**src/rtl/hsv2rgb_pkg.sv**
```systemverilog
`timescale 1ns / 1ps

package hsv2rgb_pkg;

    // Hue range and fixed-point scales (fractions are scaled by 255)
    localparam int unsigned HUE_MAX     = 359;
    localparam int unsigned SECTOR_DEG  = 60;
    localparam int unsigned FULL        = 255;
    localparam int unsigned QT_SCALE    = SECTOR_DEG * FULL;

    // floor(2^RECIP_SHIFT / QT_SCALE): estimate is exact or one low
    localparam int unsigned RECIP_SHIFT = 32;
    localparam int unsigned RECIP_QT    = 280716;

    typedef logic [2:0] sector_t;

    // Hue sectors, 60 degrees each
    localparam sector_t SEC_RY = 3'd0;  // red to yellow
    localparam sector_t SEC_YG = 3'd1;  // yellow to green
    localparam sector_t SEC_GC = 3'd2;  // green to cyan
    localparam sector_t SEC_CB = 3'd3;  // cyan to blue
    localparam sector_t SEC_BM = 3'd4;  // blue to magenta
    localparam sector_t SEC_MR = 3'd5;  // magenta to red

    // Stage 1 result: sector plus the small products feeding q and t
    typedef struct packed {
        sector_t     sector;
        logic [7:0]  v;
        logic [7:0]  s_inv;
        logic [13:0] hf_s;
        logic [13:0] rest_s;
    } front_t;

    // Stage 2 result: numerators of p, q and t
    typedef struct packed {
        sector_t     sector;
        logic [7:0]  v;
        logic [15:0] p_num;
        logic [21:0] q_num;
        logic [21:0] t_num;
    } prod_t;

    // First hue of a sector
    function automatic logic [8:0] sector_base(input sector_t sec);
        logic [8:0] base;
        base = 9'(int'(sec) * SECTOR_DEG);
        return base;
    endfunction

endpackage

```
**src/rtl/hsv2rgb_if.sv**
```systemverilog
`timescale 1ns / 1ps

// HSV pixel channel
interface hsv2rgb_hsv_if;
    logic              valid;
    logic              ready;
    logic signed [9:0] hue_deg;
    logic [7:0]        saturation;
    logic [7:0]        brightness;

    modport source (output valid, output hue_deg, output saturation, output brightness,
                    input ready);
    modport sink   (input valid, input hue_deg, input saturation, input brightness,
                    output ready);
endinterface

// RGB pixel channel
interface hsv2rgb_rgb_if;
    logic       valid;
    logic       ready;
    logic [7:0] red;
    logic [7:0] green;
    logic [7:0] blue;

    modport source (output valid, output red, output green, output blue, input ready);
    modport sink   (input valid, input red, input green, input blue, output ready);
endinterface

```
**src/rtl/hsv2rgb_front.sv**
```systemverilog
`timescale 1ns / 1ps

module hsv2rgb_front (
    input  logic               clk,
    input  logic               rst_n,
    input  logic               in_valid,
    output logic               in_ready,
    input  logic signed [9:0]  hue_deg,
    input  logic [7:0]         saturation,
    input  logic [7:0]         brightness,
    output logic               out_valid,
    input  logic               out_ready,
    output hsv2rgb_pkg::front_t out_data
);
    import hsv2rgb_pkg::*;

    logic       en;
    logic [8:0] hue_c;
    sector_t    sec;
    logic [5:0] hf;
    logic [5:0] hf_rest;
    logic       vld_reg;
    logic       vld_next;
    front_t     data_reg;
    front_t     data_next;

    assign en       = !vld_reg || out_ready;
    assign in_ready = en;

    // Clamp hue: negative to zero, above range to the top
    always_comb
    begin
        if (hue_deg[9])
            hue_c = '0;
        else if (hue_deg[8:0] > 9'(HUE_MAX))
            hue_c = 9'(HUE_MAX);
        else
            hue_c = hue_deg[8:0];
    end

    // Sector by compare chain, offset inside the sector
    always_comb
    begin
        if (hue_c < 9'(SECTOR_DEG))
            sec = SEC_RY;
        else if (hue_c < 9'(2 * SECTOR_DEG))
            sec = SEC_YG;
        else if (hue_c < 9'(3 * SECTOR_DEG))
            sec = SEC_GC;
        else if (hue_c < 9'(4 * SECTOR_DEG))
            sec = SEC_CB;
        else if (hue_c < 9'(5 * SECTOR_DEG))
            sec = SEC_BM;
        else
            sec = SEC_MR;
    end

    assign hf      = 6'(hue_c - sector_base(sec));
    assign hf_rest = 6'(SECTOR_DEG) - hf;

    always_comb
    begin
        data_next.sector = sec;
        data_next.v      = brightness;
        data_next.s_inv  = 8'(FULL) - saturation;
        data_next.hf_s   = 14'(hf) * 14'(saturation);
        data_next.rest_s = 14'(hf_rest) * 14'(saturation);
    end

    assign vld_next = en ? in_valid : vld_reg;

    always_ff @(posedge clk or negedge rst_n)
    begin
        if (!rst_n)
            vld_reg <= 1'b0;
        else
            vld_reg <= vld_next;
    end

    always_ff @(posedge clk)
    begin
        if (en && in_valid)
            data_reg <= data_next;
    end

    assign out_valid = vld_reg;
    assign out_data  = data_reg;

endmodule

```
**src/rtl/hsv2rgb_mult.sv**
```systemverilog
`timescale 1ns / 1ps

module hsv2rgb_mult (
    input  logic                clk,
    input  logic                rst_n,
    input  logic                in_valid,
    output logic                in_ready,
    input  hsv2rgb_pkg::front_t in_data,
    output logic                out_valid,
    input  logic                out_ready,
    output hsv2rgb_pkg::prod_t  out_data
);
    import hsv2rgb_pkg::*;

    logic  en;
    logic  vld_reg;
    logic  vld_next;
    prod_t data_reg;
    prod_t data_next;

    assign en       = !vld_reg || out_ready;
    assign in_ready = en;

    // Scale v by the three fractional factors
    always_comb
    begin
        data_next.sector = in_data.sector;
        data_next.v      = in_data.v;
        data_next.p_num  = 16'(in_data.v) * 16'(in_data.s_inv);
        data_next.q_num  = 22'(in_data.v) * 22'(14'(QT_SCALE) - in_data.hf_s);
        data_next.t_num  = 22'(in_data.v) * 22'(14'(QT_SCALE) - in_data.rest_s);
    end

    assign vld_next = en ? in_valid : vld_reg;

    always_ff @(posedge clk or negedge rst_n)
    begin
        if (!rst_n)
            vld_reg <= 1'b0;
        else
            vld_reg <= vld_next;
    end

    always_ff @(posedge clk)
    begin
        if (en && in_valid)
            data_reg <= data_next;
    end

    assign out_valid = vld_reg;
    assign out_data  = data_reg;

endmodule

```
**src/rtl/hsv2rgb_div.sv**
```systemverilog
`timescale 1ns / 1ps

module hsv2rgb_div (
    input  logic               clk,
    input  logic               rst_n,
    input  logic               in_valid,
    output logic               in_ready,
    input  hsv2rgb_pkg::prod_t in_data,
    output logic               out_valid,
    input  logic               out_ready,
    output logic [7:0]         red,
    output logic [7:0]         green,
    output logic [7:0]         blue
);
    import hsv2rgb_pkg::*;

    typedef struct packed {
        sector_t     sector;
        logic [7:0]  v;
        logic [7:0]  p;
        logic [21:0] q_num;
        logic [7:0]  q_est;
        logic [21:0] t_num;
        logic [7:0]  t_est;
    } est_t;

    typedef struct packed {
        logic [7:0] r;
        logic [7:0] g;
        logic [7:0] b;
    } pix_t;

    logic        a_en;
    logic        b_en;
    logic [16:0] p_sum;
    logic [40:0] q_prod;
    logic [40:0] t_prod;
    logic [21:0] q_rem;
    logic [21:0] t_rem;
    logic [7:0]  q_fix;
    logic [7:0]  t_fix;
    logic        a_vld_reg;
    logic        a_vld_next;
    est_t        a_reg;
    est_t        a_next;
    logic        b_vld_reg;
    logic        b_vld_next;
    pix_t        b_reg;
    pix_t        b_next;

    assign b_en     = !b_vld_reg || out_ready;
    assign a_en     = !a_vld_reg || b_en;
    assign in_ready = a_en;

    // Divide by 255 exactly for numerators up to 255*255
    assign p_sum  = 17'(in_data.p_num) + 17'(in_data.p_num >> 8) + 17'd1;

    // Reciprocal estimate of the divide by 15300
    assign q_prod = 41'(in_data.q_num) * 41'(RECIP_QT);
    assign t_prod = 41'(in_data.t_num) * 41'(RECIP_QT);

    always_comb
    begin
        a_next.sector = in_data.sector;
        a_next.v      = in_data.v;
        a_next.p      = p_sum[15:8];
        a_next.q_num  = in_data.q_num;
        a_next.q_est  = q_prod[RECIP_SHIFT + 7:RECIP_SHIFT];
        a_next.t_num  = in_data.t_num;
        a_next.t_est  = t_prod[RECIP_SHIFT + 7:RECIP_SHIFT];
    end

    // Correct an estimate that came out one low
    assign q_rem = a_reg.q_num - 22'(a_reg.q_est) * 22'(QT_SCALE);
    assign t_rem = a_reg.t_num - 22'(a_reg.t_est) * 22'(QT_SCALE);
    assign q_fix = a_reg.q_est + 8'(q_rem >= 22'(QT_SCALE));
    assign t_fix = a_reg.t_est + 8'(t_rem >= 22'(QT_SCALE));

    // Sector mux
    always_comb
    begin
        case (a_reg.sector)
            SEC_RY:  b_next = '{r: a_reg.v, g: t_fix,   b: a_reg.p};
            SEC_YG:  b_next = '{r: q_fix,   g: a_reg.v, b: a_reg.p};
            SEC_GC:  b_next = '{r: a_reg.p, g: a_reg.v, b: t_fix};
            SEC_CB:  b_next = '{r: a_reg.p, g: q_fix,   b: a_reg.v};
            SEC_BM:  b_next = '{r: t_fix,   g: a_reg.p, b: a_reg.v};
            default: b_next = '{r: a_reg.v, g: a_reg.p, b: q_fix};
        endcase
    end

    assign a_vld_next = a_en ? in_valid : a_vld_reg;
    assign b_vld_next = b_en ? a_vld_reg : b_vld_reg;

    always_ff @(posedge clk or negedge rst_n)
    begin
        if (!rst_n)
        begin
            a_vld_reg <= 1'b0;
            b_vld_reg <= 1'b0;
        end
        else
        begin
            a_vld_reg <= a_vld_next;
            b_vld_reg <= b_vld_next;
        end
    end

    always_ff @(posedge clk)
    begin
        if (a_en && in_valid)
            a_reg <= a_next;
        if (b_en && a_vld_reg)
            b_reg <= b_next;
    end

    assign out_valid = b_vld_reg;
    assign red       = b_reg.r;
    assign green     = b_reg.g;
    assign blue      = b_reg.b;

endmodule

```
**src/rtl/hsv_to_rgb_pixel_converter_top.sv**
```systemverilog
`timescale 1ns / 1ps

// HSV to RGB pixel converter. Takes one pixel per clock (hue in signed degrees,
// clamped to 0..359; saturation and value as 8-bit fractions, 255 = 1.0) and
// returns the truncated 8-bit red, green and blue levels. The path is four
// register stages: hue clamp and sector split with the small hue-offset
// products, the value multiplies, a reciprocal estimate of the divides, then
// remainder correction and the sector mux. Output valid rises once the pixel has
// passed the front, multiply and both divide registers in turn, and throughput
// is one pixel per cycle while the output side takes transfers.
// Each stage holds its pixel when the next one is full, so hsv.ready follows
// rgb.ready combinationally through the stages.
module hsv_to_rgb_pixel_converter_top (
    input  logic                 clk,
    input  logic                 rst_n,
    hsv2rgb_hsv_if.sink          hsv,
    hsv2rgb_rgb_if.source        rgb
);
    import hsv2rgb_pkg::*;

    logic   f_valid;
    logic   f_ready;
    front_t f_data;
    logic   m_valid;
    logic   m_ready;
    prod_t  m_data;

    hsv2rgb_front u_front (
        .clk        (clk),
        .rst_n      (rst_n),
        .in_valid   (hsv.valid),
        .in_ready   (hsv.ready),
        .hue_deg    (hsv.hue_deg),
        .saturation (hsv.saturation),
        .brightness (hsv.brightness),
        .out_valid  (f_valid),
        .out_ready  (f_ready),
        .out_data   (f_data)
    );

    hsv2rgb_mult u_mult (
        .clk       (clk),
        .rst_n     (rst_n),
        .in_valid  (f_valid),
        .in_ready  (f_ready),
        .in_data   (f_data),
        .out_valid (m_valid),
        .out_ready (m_ready),
        .out_data  (m_data)
    );

    hsv2rgb_div u_div (
        .clk       (clk),
        .rst_n     (rst_n),
        .in_valid  (m_valid),
        .in_ready  (m_ready),
        .in_data   (m_data),
        .out_valid (rgb.valid),
        .out_ready (rgb.ready),
        .red       (rgb.red),
        .green     (rgb.green),
        .blue      (rgb.blue)
    );

endmodule

```
**src/flat_wrapper.sv**
```systemverilog
// flat-port wrapper written by rule: the top's interface ports become plain ports
module hsv_to_rgb_pixel_converter_top_flat import hsv2rgb_pkg::*;
  (clk, rst_n, hsv_valid, hsv_hue_deg, hsv_saturation, hsv_brightness, hsv_ready, rgb_valid, rgb_red, rgb_green, rgb_blue, rgb_ready);
  hsv2rgb_hsv_if hsv_i ();
  hsv2rgb_rgb_if rgb_i ();
  input  logic clk;
  input  logic rst_n;
  input wire logic [$bits(hsv_i.valid)-1:0] hsv_valid;
  input wire logic [$bits(hsv_i.hue_deg)-1:0] hsv_hue_deg;
  input wire logic [$bits(hsv_i.saturation)-1:0] hsv_saturation;
  input wire logic [$bits(hsv_i.brightness)-1:0] hsv_brightness;
  output wire logic [$bits(hsv_i.ready)-1:0] hsv_ready;
  output wire logic [$bits(rgb_i.valid)-1:0] rgb_valid;
  output wire logic [$bits(rgb_i.red)-1:0] rgb_red;
  output wire logic [$bits(rgb_i.green)-1:0] rgb_green;
  output wire logic [$bits(rgb_i.blue)-1:0] rgb_blue;
  input wire logic [$bits(rgb_i.ready)-1:0] rgb_ready;
  assign hsv_i.valid = hsv_valid;
  assign hsv_i.hue_deg = hsv_hue_deg;
  assign hsv_i.saturation = hsv_saturation;
  assign hsv_i.brightness = hsv_brightness;
  assign hsv_ready = hsv_i.ready;
  assign rgb_valid = rgb_i.valid;
  assign rgb_red = rgb_i.red;
  assign rgb_green = rgb_i.green;
  assign rgb_blue = rgb_i.blue;
  assign rgb_i.ready = rgb_ready;
  hsv_to_rgb_pixel_converter_top u_core (.clk(clk), .rst_n(rst_n), .hsv(hsv_i), .rgb(rgb_i));
endmodule
```
**config.mk**
```make
export PLATFORM = sky130hd
export DESIGN_NAME = hsv_to_rgb_pixel_converter_top_flat
export DESIGN_NICKNAME = d
export VERILOG_FILES = /design/src/rtl/hsv2rgb_pkg.sv /design/src/rtl/hsv2rgb_if.sv /design/src/rtl/hsv2rgb_front.sv /design/src/rtl/hsv2rgb_mult.sv /design/src/rtl/hsv2rgb_div.sv /design/src/rtl/hsv_to_rgb_pixel_converter_top.sv /design/src/flat_wrapper.sv
export SDC_FILE = /design/constraint.sdc
export NUM_CORES = 2
export LEC_CHECK = 0
export ABC_CLOCK_PERIOD_IN_PS = 8700
export BUFFER_PORTS_ARGS = -buffer_cell sky130_fd_sc_hd__buf_2
export CAP_MARGIN = 5
export CORE_AREA = 2 2 210 264
export CTS_CLUSTER_DIAMETER = 120
export DETAILED_ROUTE_END_ITERATION = 8
export DIE_AREA = 0 0 212 266
export GPL_ROUTABILITY_DRIVEN = 0
export PLACE_DENSITY = 0.82
export SLEW_MARGIN = 30
export SYNTH_ARGS = -nofsm -noshare
export SYNTH_HDL_FRONTEND = slang
export SYNTH_HIERARCHICAL = 1
export SYNTH_SLANG_ARGS = --single-unit
```
**constraint.sdc**
```tcl
create_clock -name clk -period 8.7 [get_ports clk]
set_clock_uncertainty 0.1 [all_clocks]
set_input_delay 0.435 -clock clk [delete_from_list [all_inputs] [get_ports clk]]
set_output_delay 0.435 -clock clk [all_outputs]
set_load 0.005 [all_outputs]
```
## Word level (Yosys, flattened, before mapping)

Index checks and enable logic that the tools add are counted.

| operators by class | value |
|---|---|
| add/sub/neg operators | 11 |
| multiply operators | 10 |
| magnitude comparators | 8 |
| equal/unequal tests | 4 |
| muxes and demuxes | 8 |
| reduce and logical (&&, ||, !) cells | 13 |

Operators by type and width:

| kind | count |
|---|---|
| one-hot mux 24 bit (5 select lines) | 1 |
| multiplier 22 x 17 -> 38 bit, second input constant | 2 |
| >= comparator 22 x 14 -> 1 bit, second input constant | 2 |
| multiplier 9 x 15 -> 22 bit | 2 |
| subtractor 22 bit | 2 |
| multiplier 8 x 12 -> 20 bit, second input constant | 2 |
| subtractor 14 x 14 -> 15 bit, first input constant | 2 |
| multiplier 6 x 8 -> 14 bit | 2 |
| less-than comparator 9 x 8 -> 1 bit, second input constant | 2 |
| 2-to-1 mux 9 bit | 2 |
| adder 16 x 1 -> 16 bit, second input constant | 1 |
| adder 16 x 8 -> 16 bit | 1 |
| adder 8 x 1 -> 8 bit | 2 |
| multiplier 8 x 8 -> 16 bit | 1 |
| 2-to-1 mux 3 bit | 4 |
| greater-than comparator 9 bit, second input constant | 1 |
| less-than comparator 9 x 6 -> 1 bit, second input constant | 1 |
| less-than comparator 9 x 7 -> 1 bit, second input constant | 1 |
| less-than comparator 9 bit, second input constant | 1 |
| subtractor 8 bit, first input constant | 1 |
| == test 3 x 2 -> 1 bit, second input constant | 2 |
| subtractor 6 bit | 1 |
| subtractor 6 bit, first input constant | 1 |
| logical AND 1 bit | 4 |
| other kinds (7) | 13 |

| storage, ports and cells | value |
|---|---|
| bits in registers | 225 |
| output and inout port bits | 26 |
| logic and storage cells | 78 |

## Longest topological paths before layout

| depth | value |
|---|---|
| depth in word-level cells | 13 |
| mapped depth | 34 |
| depth with buffers taken out | 33 |

## Cells and area by module

Netlist, hierarchy kept.

Modules (own cells, without submodules):

| module | instances | cells each | area each (um^2) | seq. area each (um^2) |
|---|---|---|---|---|
| hsv2rgb_div | 1 | 1829 | 17790.8 | 3022.9 |
| hsv2rgb_mult | 1 | 1323 | 12660.9 | 2157.1 |
| hsv2rgb_front | 1 | 461 | 4798.4 | 1406.3 |

## Worst setup path after synthesis

Ideal clock, no wire load.

| timing | value |
|---|---|
| path kind | reg-to-reg |
| from | register u_core/u_div/a_reg[35] (netlist bit) |
| to | register u_core.u_div.b_reg (netlist bit u_core/u_div/green[2]) (data pin) |
| data arrival time | 6597 ps |
| setup slack | 1743 ps |
| cell stages (with the launch flop) | 27 |
| clock period less this slack | 6957 ps |
| cell sequence | edfxtp_1 > fa_1 > inv_1 > fa_1 > inv_1 > fa_1 > fa_1 > ha_1 > o41ai_1 > o21ai_0 > o21a_1 > nor2_1 > xnor2_1 > ha_1 > a211o_1 > a21oi_1 > o311ai_0 > nor3_1 > nand4_1 > a2111o_1 > ha_1 > ha_1 > xnor2_1 > nand2_1 > o211ai_1 > o21ai_0 > mux2_2 |

RTL lines:

| what | line | RTL |
|---|---|---|
| start, declared | hsv2rgb_div.sv:44 | `est_t a_reg;` |
| start signal, assigned | hsv2rgb_div.sv:112 | `a_reg <= a_next;` |
| end signal, assigned | hsv2rgb_div.sv:114 | `b_reg <= b_next;` |
| end, declared | hsv2rgb_div.sv:48 | `pix_t b_reg;` |

==> qor.yml <==
clocking:
  clockRootBuffer: "clkbuf_16"
  cts_max_level: 1
  numClockSinks: 220
  cts_tree: "yes"
  clockBufferDepth: 3
  clk_pin_slew_ns: 0.06
  clk_latency_ns: 0.57
  cts_buffers: 26
synthesis:
  synth_cell_types: 86
  postSynthCellCount: 3613
  ys_seq_elements: 220
  syn-cell-area_um2: 35250
  synthMostInstantiatedCell: "inv_1"
  syn_area_per_cell_um2: 9.756
  synth_area_leaders: "fa_1 25%, ha_1 21%, edfxtp_1 18%, inv_1 8.1%, and2_1 3.3%"
  synth_edf_count: 216
  synth_top_area_cell: "fa_1"
  ys_seq_area_share_pct: 18.68
  async_flop_share_pct: 1.818
  ys_dominant_reg_cell: "edfxtp_1"
  yosysTopAreaCellShare_pct: 25.33
  yosys_warnings: 6
  synth_nets: 4673
  synthTopCellsByCount: "763 x inv_1, 584 x ha_1, 446 x fa_1"
timing:
  slew_viol_final: 0
  setup_tns_ns: 0
  fmax_ghz: 0.1282
  slew_headroom_pct: 40.26
  rsz0062_at_grt: "no"
  min_period_ns: 7.802
  fin_crit_sh_pct: 89.67
  worstMarginPinSlew_ns: 0.8961
  hold_viol: 0
  setup_viol: 0
detailed_routing:
  drt_iter0_markers: 1463
  drc_errors: 0
  vias: 25000
  firstDrtPassIters: 8
  via_per_inst: 5.664
  detail_route.wl_per_cell_um: 16.63
  wirelength_um: 73380
  ant_nets: 0
floorplanning:
  fp-row-count: 96
  ios: 56
  dieArea_um2: 56390
  die_w_um: 212
  fp.coreArea_um2: 54170
  dieHeight_um: 266
  initial_core_util_pct: 65.07
worst_setup_path:
  crit_required_ns: 8.92
  cp.buffers_inverters: 2
  path_max_fanout: 8
  cp_slowest_cell: "fa_1"
  worst-r2r-setup-slack_ns: 0.90
  crit_arrival_ns: 8.02
  crit_path_end_kind: "flip-flop"
  path_delay_family: "adder cells"
  crit_type: "flip-flop to flip-flop"
  critPathMaxStageDelay_ns: 0.68
  cp-start-kind: "flip-flop"
placed_design:
  port_buffers: 55
  place_hpwl_um: 58040
status:
  outcome: "finished, final reports clean"
cells_and_area:
  largest_reg_flops: 75
  area_delta_synth_final_pct: 5.985
  drive_gt1_share_pct: 4.785
  num_antenna_cells: 0
  fillers: 3915
  finalNetCount: 4718
global_route:
  grt_pass1_vias: 26270
  grt_use_total_pct: 27.10
  antenna_found_initial: 0
  grt_max_degree: 76
  grt_pass1_wl_um: 124200
  grt-ovfl-total: 0
flow_run:
  cap_viol_max_count: 0
hold_path:
  min_path_type: "input pin to flip-flop"
-- cell usage in the layout (no fill, tap or decap), types with 9 or more instances in the layout --
cell           Yosys  routed
mux2i_1           13      13
or2_2              9       9
and3_1            17      17
inv_1            763     763
o211ai_1          15      15
nand2_1          269     269
nand4_1           22      22
a21oi_1          124     124
a31oi_1           17      17
nor2b_1           43      43
clkbuf_16          0      27
nand2b_1          41      41
ha_1             584     584
and2_1           188     184
buf_4              1      14
o21ai_0          102     102
a211oi_1          27      27
edfxtp_1         216     216
buf_2              2      55
nand3_1           37      37
o21a_1            40      40
dlygate4sd3_1      0      10
a211o_1           11      11
fa_1             446     446
nor3_1            43      43
and2_2            12      14
a21o_1            48      48
nor2_1           132     132
xor2_1            58      58
nor4_1            11      11
xnor2_1          123     123
-- through the flow --
step | area [um2] | cells | util (%) | worst slack [ns] | hold WS, ns
floorplan | 35250 | 3613 | - | 1.743 | 0.03941
global placement | 36310 | 4352 | 67.02 | 1.144 | 0.1484
detailed placement | 36310 | 4352 | 67.02 | 1.022 | 0.1461
CTS | 37300 | 4410 | 68.86 | 0.9802 | 0.03857
global route | 37360 | 4413 | 68.96 | 0.4053 | 0.1217
finish | 37360 | 4413 | 68.96 | 0.8983 | 0.1091
-- final timing paths --
kind | from | cells past startpoint | end
worst max-delay path | u_core/u_div/a_reg[35]$_DFFE_PP_ | 26 | u_core/u_div/green[2]$_DFFE_PP_
worst min-delay path | rgb_ready | 3 | u_core/u_div/out_valid$_DFFE_PN0P_
worst max register to register | u_core/u_div/a_reg[35]$_DFFE_PP_ | 26 | u_core/u_div/green[2]$_DFFE_PP_
worst min register to register | u_core/u_mult/out_data[66]$_DFFE_PP_ | 0 | u_core/u_div/a_reg[74]$_DFFE_PP_
max in group asynchronous | rst_n | 2 | u_core/u_div/a_vld_reg$_DFFE_PN0N_
min in group asynchronous | rst_n | 2 | u_core/u_mult/out_valid$_DFFE_PN0N_
-- worst min-delay path, stage by stage --
cell,delay (ns)
buf_2,0.08
nand2b_1,0.12
nand2b_1,0.08
-- layout make-up --
type / count / area [um2] / share of cell area, %
clock buffers: 28 / 679.4 / 1.819
clock inverters: 20 / 217.7 / 0.5827
inverters: 764 / 2868 / 7.676
multi-input cells: 2564 / 25550 / 68.40
flip-flops and latches: 220 / 6586 / 17.63
well taps: 735 / 919.6 / 2.462
repair buffers: 82 / 535.5 / 1.433
-- per-layer routing --
metal,track usage [%],wire length (um),vias to the layer above,share of wire (%)
li1,-,-,11880,-
met1,33.38,29510,12310,40
met2,49.82,38310,655,52
met3,2.487,3365,149,4.6
met4,8.755,2188,0,3.0
met5,0,0,-,0
-- repair_timing --
action                    CTS  global route
hold buffers               10             0
hold endpoints to repair   13             0
resized for setup           0             0
setup buffers               0             0
-- cells by family after synthesis --
kind of cell    after synthesis  synth area share, %
simple gates                848                12.06
mux                          18               0.5289
flops                       220                18.68
xor+xnor                    184                4.657
compound gates              484                9.165
fa+ha+maj                  1030                46.06
buf+inv                     829                8.845
Power is left out: the tool's default activity adds up to more than one toggle a clock period on the data nets, which glitch-free logic cannot reach.
